===== config.mk =====
export PLATFORM = sky130hd
export DESIGN_NAME = berenc_arith
export DESIGN_NICKNAME = d
export VERILOG_FILES = /design/src/design/berenc_pkg.sv /design/src/design/berenc_arith.sv
export SDC_FILE = /design/constraint.sdc
export NUM_CORES = 1
export LEC_CHECK = 0
export BUFFER_PORTS_ARGS = -buffer_cell sky130_fd_sc_hd__buf_2
export CORE_MARGIN = 4
export CORE_UTILIZATION = 25
export CTS_CLUSTER_DIAMETER = 200
export DETAILED_ROUTE_END_ITERATION = 10
export PLACE_DENSITY_LB_ADDON = 0.08
export SLEW_MARGIN = 10
export SYNTH_ARGS = -nofsm -noshare
export SYNTH_HDL_FRONTEND = slang
export SYNTH_SLANG_ARGS = --single-unit

===== constraint.sdc =====
create_clock -name clock -period 7 [get_ports clock]
set_input_delay 0.35 -clock clock [delete_from_list [all_inputs] [get_ports clock]]
set_output_delay 0.35 -clock clock [all_outputs]
set_load 0.01 [all_outputs]

===== src/design/berenc_pkg.sv =====
// shared types, widths and constants of the block energy rank encoder
package berenc_pkg;

   // sample and arithmetic widths
   localparam int SAMPLE_BITS = 16;
   localparam int SQ_W        = 2 * SAMPLE_BITS - 1;
   localparam int Q_FRAC_W    = 32;
   localparam int AMP_W       = 16;
   localparam int ROOT_W      = AMP_W + 1;
   localparam int ROOT_IN_W   = 2 * ROOT_W;

   // configuration register
   localparam int             LIMIT_W     = 7;
   localparam logic [LIMIT_W-1:0] LIMIT_RESET = 7'd16;

   // port field widths
   localparam int IDX_OUT_W  = 6;
   localparam int REQ_DATA_W = 16;
   localparam int RSP_DATA_W = 24;
   localparam int RSP_USER_W = 2;

   // defaults for the top level parameters
   localparam int DEF_MAX_SAMPLES = 4096;
   localparam int DEF_MAX_BLOCKS  = 64;

   // arithmetic unit operations
   typedef enum logic {
      ARITH_DIV  = 1'b0,
      ARITH_ROOT = 1'b1
   } arith_op_type;

   typedef struct packed {
      logic         start;
      arith_op_type op;
   } arith_cmd_type;

   typedef struct packed {
      logic busy;
      logic done;
   } arith_stat_type;

endpackage


===== src/design/berenc_arith.sv =====
// shared iterative unit: restoring long division and integer square root
module berenc_arith
   import berenc_pkg::*;
#(
   parameter int NUM_W = 63,
   parameter int DEN_W = 37
) (
   input  logic                 clock,
   input  logic                 reset,
   input  arith_cmd_type        cmd,
   input  logic [NUM_W-1:0]     num,
   input  logic [DEN_W-1:0]     den,
   output arith_stat_type       stat,
   output logic [NUM_W-1:0]     quo,
   output logic [ROOT_W-1:0]    root
);

   localparam int STEP_W = $clog2(NUM_W + 1);
   localparam int RR_W   = ROOT_W + 3;

   logic                 busy_ff, busy_in;
   logic                 done_ff, done_in;
   arith_op_type         op_ff, op_in;
   logic [STEP_W-1:0]    cnt_ff, cnt_in;
   logic [NUM_W-1:0]     num_ff, num_in;
   logic [DEN_W-1:0]     rem_ff, rem_in;
   logic [DEN_W-1:0]     den_ff, den_in;
   logic [ROOT_IN_W-1:0] rad_ff, rad_in;
   logic [RR_W-1:0]      rrem_ff, rrem_in;
   logic [ROOT_W-1:0]    root_ff, root_in;

   logic [DEN_W:0]       rem_sh;
   logic                 div_ge;
   logic [RR_W-1:0]      rrem_sh;
   logic [RR_W-1:0]      trial;
   logic                 root_ge;

   // one division step: shift in a numerator bit, subtract if it fits
   assign rem_sh = {rem_ff, num_ff[NUM_W-1]};
   assign div_ge = rem_sh >= {1'b0, den_ff};

   // one root step: bring down two radicand bits, try root*4+1
   assign rrem_sh = {rrem_ff[RR_W-3:0], rad_ff[ROOT_IN_W-1 -: 2]};
   assign trial   = {{(RR_W-ROOT_W-2){1'b0}}, root_ff, 2'b01};
   assign root_ge = rrem_sh >= trial;

   // sequencing
   always_comb begin
      busy_in = busy_ff;
      done_in = 1'b0;
      op_in   = op_ff;
      cnt_in  = cnt_ff;
      num_in  = num_ff;
      rem_in  = rem_ff;
      den_in  = den_ff;
      rad_in  = rad_ff;
      rrem_in = rrem_ff;
      root_in = root_ff;
      if (busy_ff) begin
         unique case (op_ff)
            ARITH_DIV: begin
               num_in = {num_ff[NUM_W-2:0], div_ge};
               rem_in = div_ge ? DEN_W'(rem_sh - {1'b0, den_ff}) : rem_sh[DEN_W-1:0];
            end
            ARITH_ROOT: begin
               rad_in  = {rad_ff[ROOT_IN_W-3:0], 2'b00};
               rrem_in = root_ge ? (rrem_sh - trial) : rrem_sh;
               root_in = {root_ff[ROOT_W-2:0], root_ge};
            end
            default: begin
               num_in = num_ff;
            end
         endcase
         cnt_in = cnt_ff - 1'b1;
         if (cnt_ff == STEP_W'(1)) begin
            busy_in = 1'b0;
            done_in = 1'b1;
         end
      end else if (cmd.start) begin
         busy_in = 1'b1;
         op_in   = cmd.op;
         num_in  = num;
         den_in  = den;
         rem_in  = '0;
         rad_in  = num[ROOT_IN_W-1:0];
         rrem_in = '0;
         root_in = '0;
         cnt_in  = (cmd.op == ARITH_DIV) ? STEP_W'(NUM_W) : STEP_W'(ROOT_W);
      end
   end

   always_ff @(posedge clock) begin
      if (reset) begin
         busy_ff <= 1'b0;
         done_ff <= 1'b0;
         cnt_ff  <= '0;
      end else begin
         busy_ff <= busy_in;
         done_ff <= done_in;
         cnt_ff  <= cnt_in;
      end
   end

   always_ff @(posedge clock) begin
      op_ff   <= op_in;
      num_ff  <= num_in;
      rem_ff  <= rem_in;
      den_ff  <= den_in;
      rad_ff  <= rad_in;
      rrem_ff <= rrem_in;
      root_ff <= root_in;
   end

   assign stat.busy = busy_ff;
   assign stat.done = done_ff;
   assign quo       = num_ff;
   assign root      = root_ff;

   // a new operation is only issued to an idle unit
   assert property (@(posedge clock) disable iff (reset) cmd.start |-> !busy_ff)
      else $error("arith unit started while busy");

endmodule


==> results.tsv, run 1 <==
metric	value	unit
DR iter-0 viols	430	
final wirelength	32400	um
post-synthesis cell count	1099	
final core occ	31.8	%
most numerous cell in the Yosys netlist	edfxtp_1	
global-route wire length before repair	51800	um
Clock Pin Slew Worst Setup and Hold Paths	60	ps
final worst path period share	57.7	%
post-synthesis async set-or-reset flop share	0	%
number of cells on the worst hold path	2	
worst-path cell chain	ha_1, nand4_1, nor3_2, a22oi_4, a21oi_2, a221o_1, a21oi_4, o21ai_4, buf_4, nand2_1, o22ai_1	
syn_nets	1262	
die area	0.0505	mm2
CP Class	reg2reg	
CTS tree	built	
GRT overflow	0	
cts bufs inserted	29	
row count	79	
unrepaired setup endpoints after global routing	no	
H-tree depth	1	
Pre-Repair DR Iteration Count	4	
top-area cell type share of the netlist area	52.9	%
PortBufs	185	
share of cells above drive strength 1	22.2	%
CP delay by family, top	compound AO/OA/AOI/OAI gates	
CP max stage cell	o21ai_4	
sw frac	30.5	%
Yosys cell types	63	
top cells by count, synth	edfxtp_1, nand2_1, nor2_1, inv_1, a21oi_1	
status	completed	
Initial Util	25.3	%
final-report setup violation count	0	
Buf/Inv on CP	1	
area grow syn2layout	25.7	%
remaining antenna violation count after routing	0	
Max VDD drop	0.187	mV
Hold Path Class	in2reg	
drt wl/cell	16.7	um
#FFs+latches synth	215	
Synth area leader	edfxtp_1	
Clk pwr share	37.1	%
Setup TNS Final	0	ps
Worst Reg-to-Reg Cells	11	
CP Data Arrival Time	4450	ps
clock insertion delay at the later pin of the skew report	570	ps
post-CTS setup buffer count	0	
worst hold slack	65.1	ps
Comb power frac	25.9	%
synth top area cells	edfxtp_1, nand2_1, ha_1	
Fill cells	4863	
max frequency	248	MHz
vias in the first global route	9194	
Setup crit start kind	register	
P per Cell Area	311	mW/mm2
Vias	8680	
fin crit period	4040	ps
final hold vios	0	
Seq pwr share	37.0	%
CP max stage delay	700	ps
prevailing post-synth register cell	edfxtp_1	
clock sink count	215	
DRC viols	0	
LEAKAGE	0.00623	uW
largest net degree at the start of global routing	91	
Worst slew margin	30.7	%
DR vias/cell	4.47	
CTS root buffer	clkbuf_16	
Core ar.	0.0465	mm2
MaxCap Viol Count	0	
P_sw	1400	uW
initial antenna violation count	5	
Seq/Total Area, Yosys	54.3	%
worst-margin pin slew	1040	ps
Die W	225	um
Die Ht	225	um
detailed placement HPWL	22300	um
gr usage total	12.7	%
max-slew violation count	0	
clk_skew	17.2	ps
Post-synth EDFFs	207	
Syn Area/Cell	10.7	um2
IO Pins	186	
post-synthesis instance area	0.0117	mm2
nets@finish	1473	
internal power	3190	uW
CTS Buffer Depth	3	
Crit. End Element	register	
count of warnings emitted by yosys	0	
total area of sequential cells	0.00638	mm2
routability-driven placement congestion ratio	0.746	
Worst Path Max Fanout	25	
Worst Path Required	7410	ps
stages on the worst setup path	11	
Multi-input gate area	0.00489	mm2
-- flip-flops by register name (all words and copies together) (netlist names) --
| register | cells |
|---|---|
| rrem_ff | 18 |
| den_ff | 37 |
| busy_ff | 1 |
| quo | 63 |
| op_ff | 1 |
| rem_ff | 37 |
| cnt_ff | 6 |
| root | 17 |
| rad_ff | 34 |
| done_ff | 1 |
-- stage by stage --
stage,setup slack (ps),instances,cell area [um2],power [uW]
2_1_floorplan,511,1099,11700,2590
3_3_place_gp,3000,1848,13300,2930
3_5_place_dp,2860,1848,13300,2920
4_1_cts,2850,1940,14800,4680
5_1_grt,2520,1942,14800,4890
6_report,2960,1942,14800,4590
-- worst register-to-register path, cell delays in order, from the launching register on --
cell      delay, ps
edfxtp_1        380
ha_1            460
nand4_1         250
nor3_2          280
a22oi_4         110
a21oi_2         280
a221o_1         290
a21oi_4         110
o21ai_4         710
buf_4           500
nand2_1         260
o22ai_1         260
-- path summary, 6_finish.rpt --
kind / start / to / slack [ps]
worst min register to register: cnt_ff[2] / cnt_ff[2] / 500
worst max register to register: rem_ff[6] / rem_ff[32] / 2960
worst min-delay path: reset / busy_ff / 70
worst max-delay path: rem_ff[6] / rem_ff[32] / 2960
-- logic make-up after synthesis --
family / Yosys count / synth area share [%]
AO/OA/AOI/OAI: 198 / 11.3
adder cells (fa/ha/maj): 59 / 6.35
flip-flops: 215 / 54.3
multiplexers: 66 / 5.94
AND/OR/NAND/NOR: 393 / 14.4
buffers and inverters: 123 / 4.37
XOR/XNOR: 45 / 3.36
-- layout by cell type, fill, tap and decap left out, drive strengths merged, types with 6 or more instances in the layout --
cell type and instances:
edfxtp 207, nand2 204, buf 191, nor2 93, inv 75, a21oi 62, ha 58, dlygate4sd3 38
o21ai 38, mux2i 36, xnor2 34, clkbuf 34, mux2 30, nor3 18, a21o 16, a211oi 16
nand3 15, nand4 13, xor2 11, o21a 11, o21bai 11, nor2b 9, or3 9, o211ai 8
bufinv 8, dfxtp 8, nand2b 7, and2 6, clkinv 6
-- power groups by stage --
stage / logic (uW) / registers [uW] / clock network [uW]
after floorplan: 855 / 1740 / 0
after global placement: 1200 / 1730 / 0
after detailed placement: 1190 / 1730 / 0
after CTS: 1210 / 1700 / 1760
after global routing: 1350 / 1720 / 1820
final: 1190 / 1700 / 1710
-- per-layer routing --
layer	wire, um	global-route usage, %
met1	15700	18.0
met3	2220	3.80
met5	31	0
met2	13900	19.2
met4	522	2.69
-- layout make-up --
| class | instances | area share, % |
|---|---|---|
| diodes | 2 | 0.0339 |
| well taps | 607 | 5.15 |
| clock inverters | 20 | 2.15 |
| clock buffers | 34 | 5.25 |
| repair buffers | 229 | 9.16 |
| inverters | 74 | 1.89 |
| multi-input cells | 761 | 33.1 |
| flip-flops and latches | 215 | 43.2 |
-- timing repair --
item | in CTS | in global routing
hold endpoints to repair | 39 | 0
resized for setup | 0 | 0
hold buffers | 38 | 0
Note: power is estimated with default switching activity, not from simulation.
==> run 2: changes to the inputs <==
--- a/config.mk
+++ b/config.mk
@@ -5,6 +5,7 @@
 export SDC_FILE = /design/constraint.sdc
 export NUM_CORES = 1
 export LEC_CHECK = 0
+export ABC_AREA = 1
 export BUFFER_PORTS_ARGS = -buffer_cell sky130_fd_sc_hd__buf_2
 export CORE_MARGIN = 4
 export CORE_UTILIZATION = 25
==> constraint.sdc (replaced) <==
create_clock -name clock -period 3.3 [get_ports clock]
set_input_delay 0.165 -clock clock [delete_from_list [all_inputs] [get_ports clock]]
set_output_delay 0.165 -clock clock [all_outputs]
set_load 0.01 [all_outputs]
==> run 2 against run 1 <==
Non-clock buffer count rose by 71. Count of clock-buffer cells in the layout rose by 6. Combinational power rose by 120%. Sequential cell count did not move. Synthesized area rose by 9.5%. Via count rose by 27%. Utilization rose by 1.2 points. Setup slack got worse by 2400 ps. Register-to-register slack got worse by 2400 ps. Largest power group is now sequential cells.
==> results.tsv, run 2 <==
metric	value	unit
share of cells above drive strength 1	14.1	%
final worst path period share	83.1	%
CTS root buffer	clkbuf_16	
syn_nets	1791	
worst-margin pin slew	986	ps
CP max stage delay	430	ps
CTS Hold Bufs	103	
nets@finish	2084	
max reg flops	63	
post-synthesis instance area	0.0129	mm2
row count	82	
Syn Area/Cell	7.90	um2
cts bufs inserted	29	
max-slew violation count	0	
Post-synth EDFFs	207	
DRC viols	0	
Clock Pin Slew Worst Setup and Hold Paths	60	ps
Pre-Repair DR Iteration Count	5	
Die W	235	um
most numerous cell in the Yosys netlist	nand2_1	
Vias	11000	
Crit. End Element	register	
Setup crit start kind	register	
die area	0.0551	mm2
Yosys cell types	37	
final hold vios	0	
clock sink count	215	
CTS Buffer Depth	3	
post-synthesis async set-or-reset flop share	0	%
prevailing post-synth register cell	edfxtp_1	
initial antenna violation count	3	
Synth area leader	edfxtp_1	
clk_skew	14.0	ps
Worst Path Max Fanout	37	
largest net degree at the start of global routing	88	
CP Data Arrival Time	3080	ps
worst hold slack	290	ps
count of warnings emitted by yosys	0	
post-CTS setup buffer count	0	
Die Ht	235	um
CP Class	reg2reg	
LEAKAGE	0.00822	uW
Worst slew margin	34.3	%
status	completed	
worst-path cell chain	ha_1, nand2_1, nor2_2, nand2_1, nor2_1, nand4_1, nand4_2, buf_12, nand2_1, nor2_1, nor2_1	
synth top area cells	edfxtp_1, nand2_1, inv_1	
Core ar.	0.0505	mm2
final wirelength	38900	um
# resized after CTS	0	
global-route wire length before repair	62800	um
final non-filler cell total	2619	
Max VDD drop	0.384	mV
Worst Path Required	3640	ps
gr usage total	13.8	%
#FFs+latches synth	215	
Setup TNS Final	0	ps
clock insertion delay at the later pin of the skew report	580	ps
post-synthesis cell count	1628	
final-report setup violation count	0	
most frequent cells in the layout	nand2_1, inv_1, edfxtp_1	
IO Pins	186	
DR vias/cell	4.20	
Inst Count DP	2459	
drt wl/cell	14.9	um
CP max stage cell	ha_1	
Final Total Pwr	9670	uW
top-area cell type share of the netlist area	48.3	%
fin crit period	2740	ps
PortBufs	185	
routability-driven placement congestion ratio	0.882	
vias in the first global route	11400	
P per Cell Area	581	mW/mm2
GRT overflow	0	
remaining antenna violation count after routing	0	
Initial Util	25.5	%
max frequency	365	MHz
H-tree depth	1	
unrepaired setup endpoints after global routing	no	
Seq/Total Area, Yosys	49.6	%
MaxCap Viol Count	0	
CTS tree	built	
area grow syn2layout	29.5	%
top cells by count, synth	nand2_1, inv_1, edfxtp_1, nor2_1, ha_1	
Fill cells	5464	
detailed placement HPWL	28400	um
Hold Path Class	in2reg	
leading cell type in the layout, fill and taps excluded	nand2_1	
DR iter-0 viols	535	
-- run 2: cell types whose count changed after synthesis, sizes merged, moves of 14 or more --
cell	before	now
a211oi	16	0
nor2	93	179
inv	74	247
a21oi	62	46
nand3	15	41
nand2	204	667
o21ai	38	24
mux2i	36	0
xnor2	34	8
a21o	16	1
xor2	11	25
o21bai	11	29
mux2	30	0
-- run 2: report_power, final --
| group | leakage, uW | internal (uW) | switching, uW |
|---|---|---|---|
| registers | 0.00211 | 3420 | 180 |
| logic | 0.00560 | 931 | 1680 |
| clock network | 0.000512 | 2180 | 1290 |
-- run 2: final cells by class --
class	count	area (um2)	area share (%)
repair buffers	300	2060	12.4
diodes	3	7.51	0.0451
inverters	247	928	5.57
flip-flops and latches	215	6380	38.3
well taps	672	841	5.05
clock buffers	40	807	4.85
multi-input cells	1128	5390	32.4
clock inverters	14	236	1.42
-- run 2: stage by stage --
| stage | utilization [%] | setup WS, ps | cell area [um2] |
|---|---|---|---|
| 2_1_floorplan | - | 434 | 12900 |
| 3_3_place_gp | 28.9 | 473 | 14600 |
| 3_5_place_dp | 28.9 | 512 | 14600 |
| 4_1_cts | 33.0 | 510 | 16600 |
| 5_1_grt | 33.0 | 274 | 16600 |
| 6_report | 33.0 | 559 | 16700 |
-- run 2: logic make-up (layout without fill, tap and decap cells) --
| family | Yosys count | in the layout | share of synthesized area [%] |
|---|---|---|---|
| buf+inv | 285 | 601 | 8.64 |
| xor+xnor | 33 | 33 | 2.25 |
| fa+ha+maj | 59 | 59 | 5.80 |
| other cells | 0 | 3 | 0 |
| compound gates | 107 | 107 | 4.86 |
| flops | 215 | 215 | 49.6 |
| simple gates | 929 | 929 | 28.9 |
-- run 2: worst max-delay path, delay by kind of cell, from the launching register on --
| family | cells | cell delay [ps] |
|---|---|---|
| fa+ha+maj | 1 | 430 |
| buf+inv | 1 | 250 |
| flops | 1 | 390 |
| simple gates | 9 | 1380 |
-- run 2: final timing paths --
check | startpoint | endpoint | slack [ps] | depth (start not counted)
worst min-delay path | den[20] | den_ff[20] | 290 | 2
worst max register to register | rem_ff[21] | rem_ff[34] | 560 | 11
worst min register to register | cnt_ff[4] | cnt_ff[4] | 510 | 2
worst max-delay path | rem_ff[21] | rem_ff[34] | 560 | 11
-- run 2: routing by layer --
metal	share of wire, %	global-route usage (%)
met1	48	18.9
met2	45	22.5
met3	4.6	2.88
met4	2.1	3.04
met5	0	0
==> run 3: changes to the inputs <==
==> constraint.sdc (replaced) <==
create_clock -name clock -period 2.3 [get_ports clock]
set_input_delay 0.115 -clock clock [delete_from_list [all_inputs] [get_ports clock]]
set_output_delay 0.115 -clock clock [all_outputs]
set_load 0.01 [all_outputs]
==> run 3 against run 2 <==
Critical path depth increased by 2. Global-route usage grew 0.72 points. Non-clock buffer count increased by 166. Critical endpoint is now rem_ff[23]. Sequential cell count is the same.
==> results.tsv, run 3 (synthesis results as in run 2) <==
metric	value	unit
status	completed	
Clock Pin Slew Worst Setup and Hold Paths	60	ps
ant diodes	0	
DR iter-0 viols	617	
Hold Path Class	in2reg	
Final Total Pwr	15400	uW
CTS Buffer Depth	3	
Max VDD drop	0.573	mV
Crit. End Element	register	
Worst slew margin	42.8	%
Initial Util	25.5	%
routing usage on met3	2.36	%
remaining antenna violation count after routing	0	
Setup crit start kind	register	
CTS tree	built	
clock sink count	215	
detailed placement HPWL	29700	um
P per Cell Area	808	mW/mm2
Die Ht	235	um
global-route wire length before repair	65600	um
gr usage total	14.5	%
LEAKAGE	0.00924	uW
Die W	235	um
CP Data Arrival Time	2620	ps
GRT overflow	0	
initial antenna violation count	2	
Core ar.	0.0505	mm2
final-report setup violation count	0	
P_sw	4980	uW
unrepaired setup endpoints after global routing	yes	
nets@finish	2249	
PortBufs	185	
fin crit period	2290	ps
final non-filler cell total	2780	
H-tree depth	1	
Worst Path Max Fanout	7	
Pre-Repair DR Iteration Count	4	
Clk pwr share	32.8	%
die area	0.0551	mm2
max-slew violation count	0	
cts bufs inserted	28	
worst-path cell chain	ha_4, nand2_4, buf_6, nor2_4, nand2_2, nor2_4, nand4_1, nand4_4, buf_8, clkbuf_16, nand2_2, nand2_1, nor2_1	
CP Class	reg2reg	
DRC viols	0	
DR vias/cell	4.21	
Seq pwr share	33.7	%
CTS root buffer	clkbuf_16	
Comb power frac	33.5	%
M2 GR Usage	25.1	%
drt wl/cell	14.9	um
largest net degree at the start of global routing	155	
worst-margin pin slew	858	ps
clock insertion delay at the later pin of the skew report	590	ps
Vias	11700	
CP max stage delay	430	ps
leading cell type in the layout, fill and taps excluded	nand2_1	
most frequent cells in the layout	nand2_1, inv_1, edfxtp_1	
MaxCap Viol Count	0	
GR Util met1	19.0	%
sw frac	32.4	%
Worst Path Required	2630	ps
layer with the highest usage	met2	
area grow syn2layout	48.1	%
row count	82	
Fill cells	5271	
routability-driven placement congestion ratio	0.834	
max reg flops	63	
max frequency	436	MHz
share of cells above drive strength 1	28.8	%
Inst Count DP	2595	
final hold vios	0	
internal power	10400	uW
clk_skew	27.7	ps
IO Pins	186	
final wirelength	41400	um
Multi-input gate area	0.00631	mm2
total area of sequential cells	0.00638	mm2
vias in the first global route	12100	
final worst path period share	99.6	%
CP max stage cell	edfxtp_1	
run 3: final timing paths:
check | start | to | slack [ps] | depth (start not counted)
worst min register to register | rad_ff[29] | rad_ff[31] | 520 | 2
worst min-delay path | den[5] | den_ff[5] | 250 | 2
worst max register to register | rem_ff[28] | rem_ff[23] | 8 | 13
worst max-delay path | rem_ff[28] | rem_ff[23] | 8 | 13
run 3: power by group through the flow:
stage               clock network (uW)  registers (uW)  logic [uW]
finish                            5040            5180        5160
detailed placement                   0            5220        4350
CTS                               5250            5170        4870
global placement                     0            5220        4370
floorplan                            0            5240        2500
global route                      5410            5230        5780
run 3: critical path, delay by kind of cell (launching register included):
family,cells,cell delay [ps]
adders and majority gates,1,320
buffers and inverters,3,440
DFF,1,430
and+or+nand+nor,9,850
run 3: per-stage QoR:
| step | worst slack [ps] | utilization (%) | setup TNS [ps] | hold WS [ps] | cell area, um2 |
|---|---|---|---|---|---|
| after floorplan | -312 | - | -31200 | 177 | 12900 |
| after global placement | -181 | 31.1 | -4550 | 294 | 15700 |
| after detailed placement | -247 | 31.1 | -6920 | 294 | 15700 |
| after CTS | 6.00 | 36.5 | 0 | 200 | 18400 |
| after global routing | -131 | 37.7 | -2870 | 234 | 19000 |
| final | 8.21 | 37.7 | 0 | 247 | 19000 |
run 3: routing by layer:
layer | routed length [um] | part of all wire [%] | up-vias
li1 | - | - | 6037
met1 | 18800 | 45 | 5409
met2 | 20100 | 49 | 195
met3 | 1540 | 3.7 | 54
met4 | 1010 | 2.4 | 4
met5 | 14 | 0.034 | -
run 3: repair_timing:
item	in CTS	in global routing
buffers inserted	17	12
pin swaps	28	45
endpoints found under the hold margin	143	0
hold buffers	103	0
resized for setup	79	128
gates cloned	2	1
setup endpoints to repair	41	57
run 3: cell type report:
type	count	area share (%)
repair buffers	466	18.5
multi-input cells	1128	33.1
flip-flops and latches	215	33.5
clock buffers	37	4.17
clock inverters	15	1.44
inverters	247	4.89
well taps	672	4.41
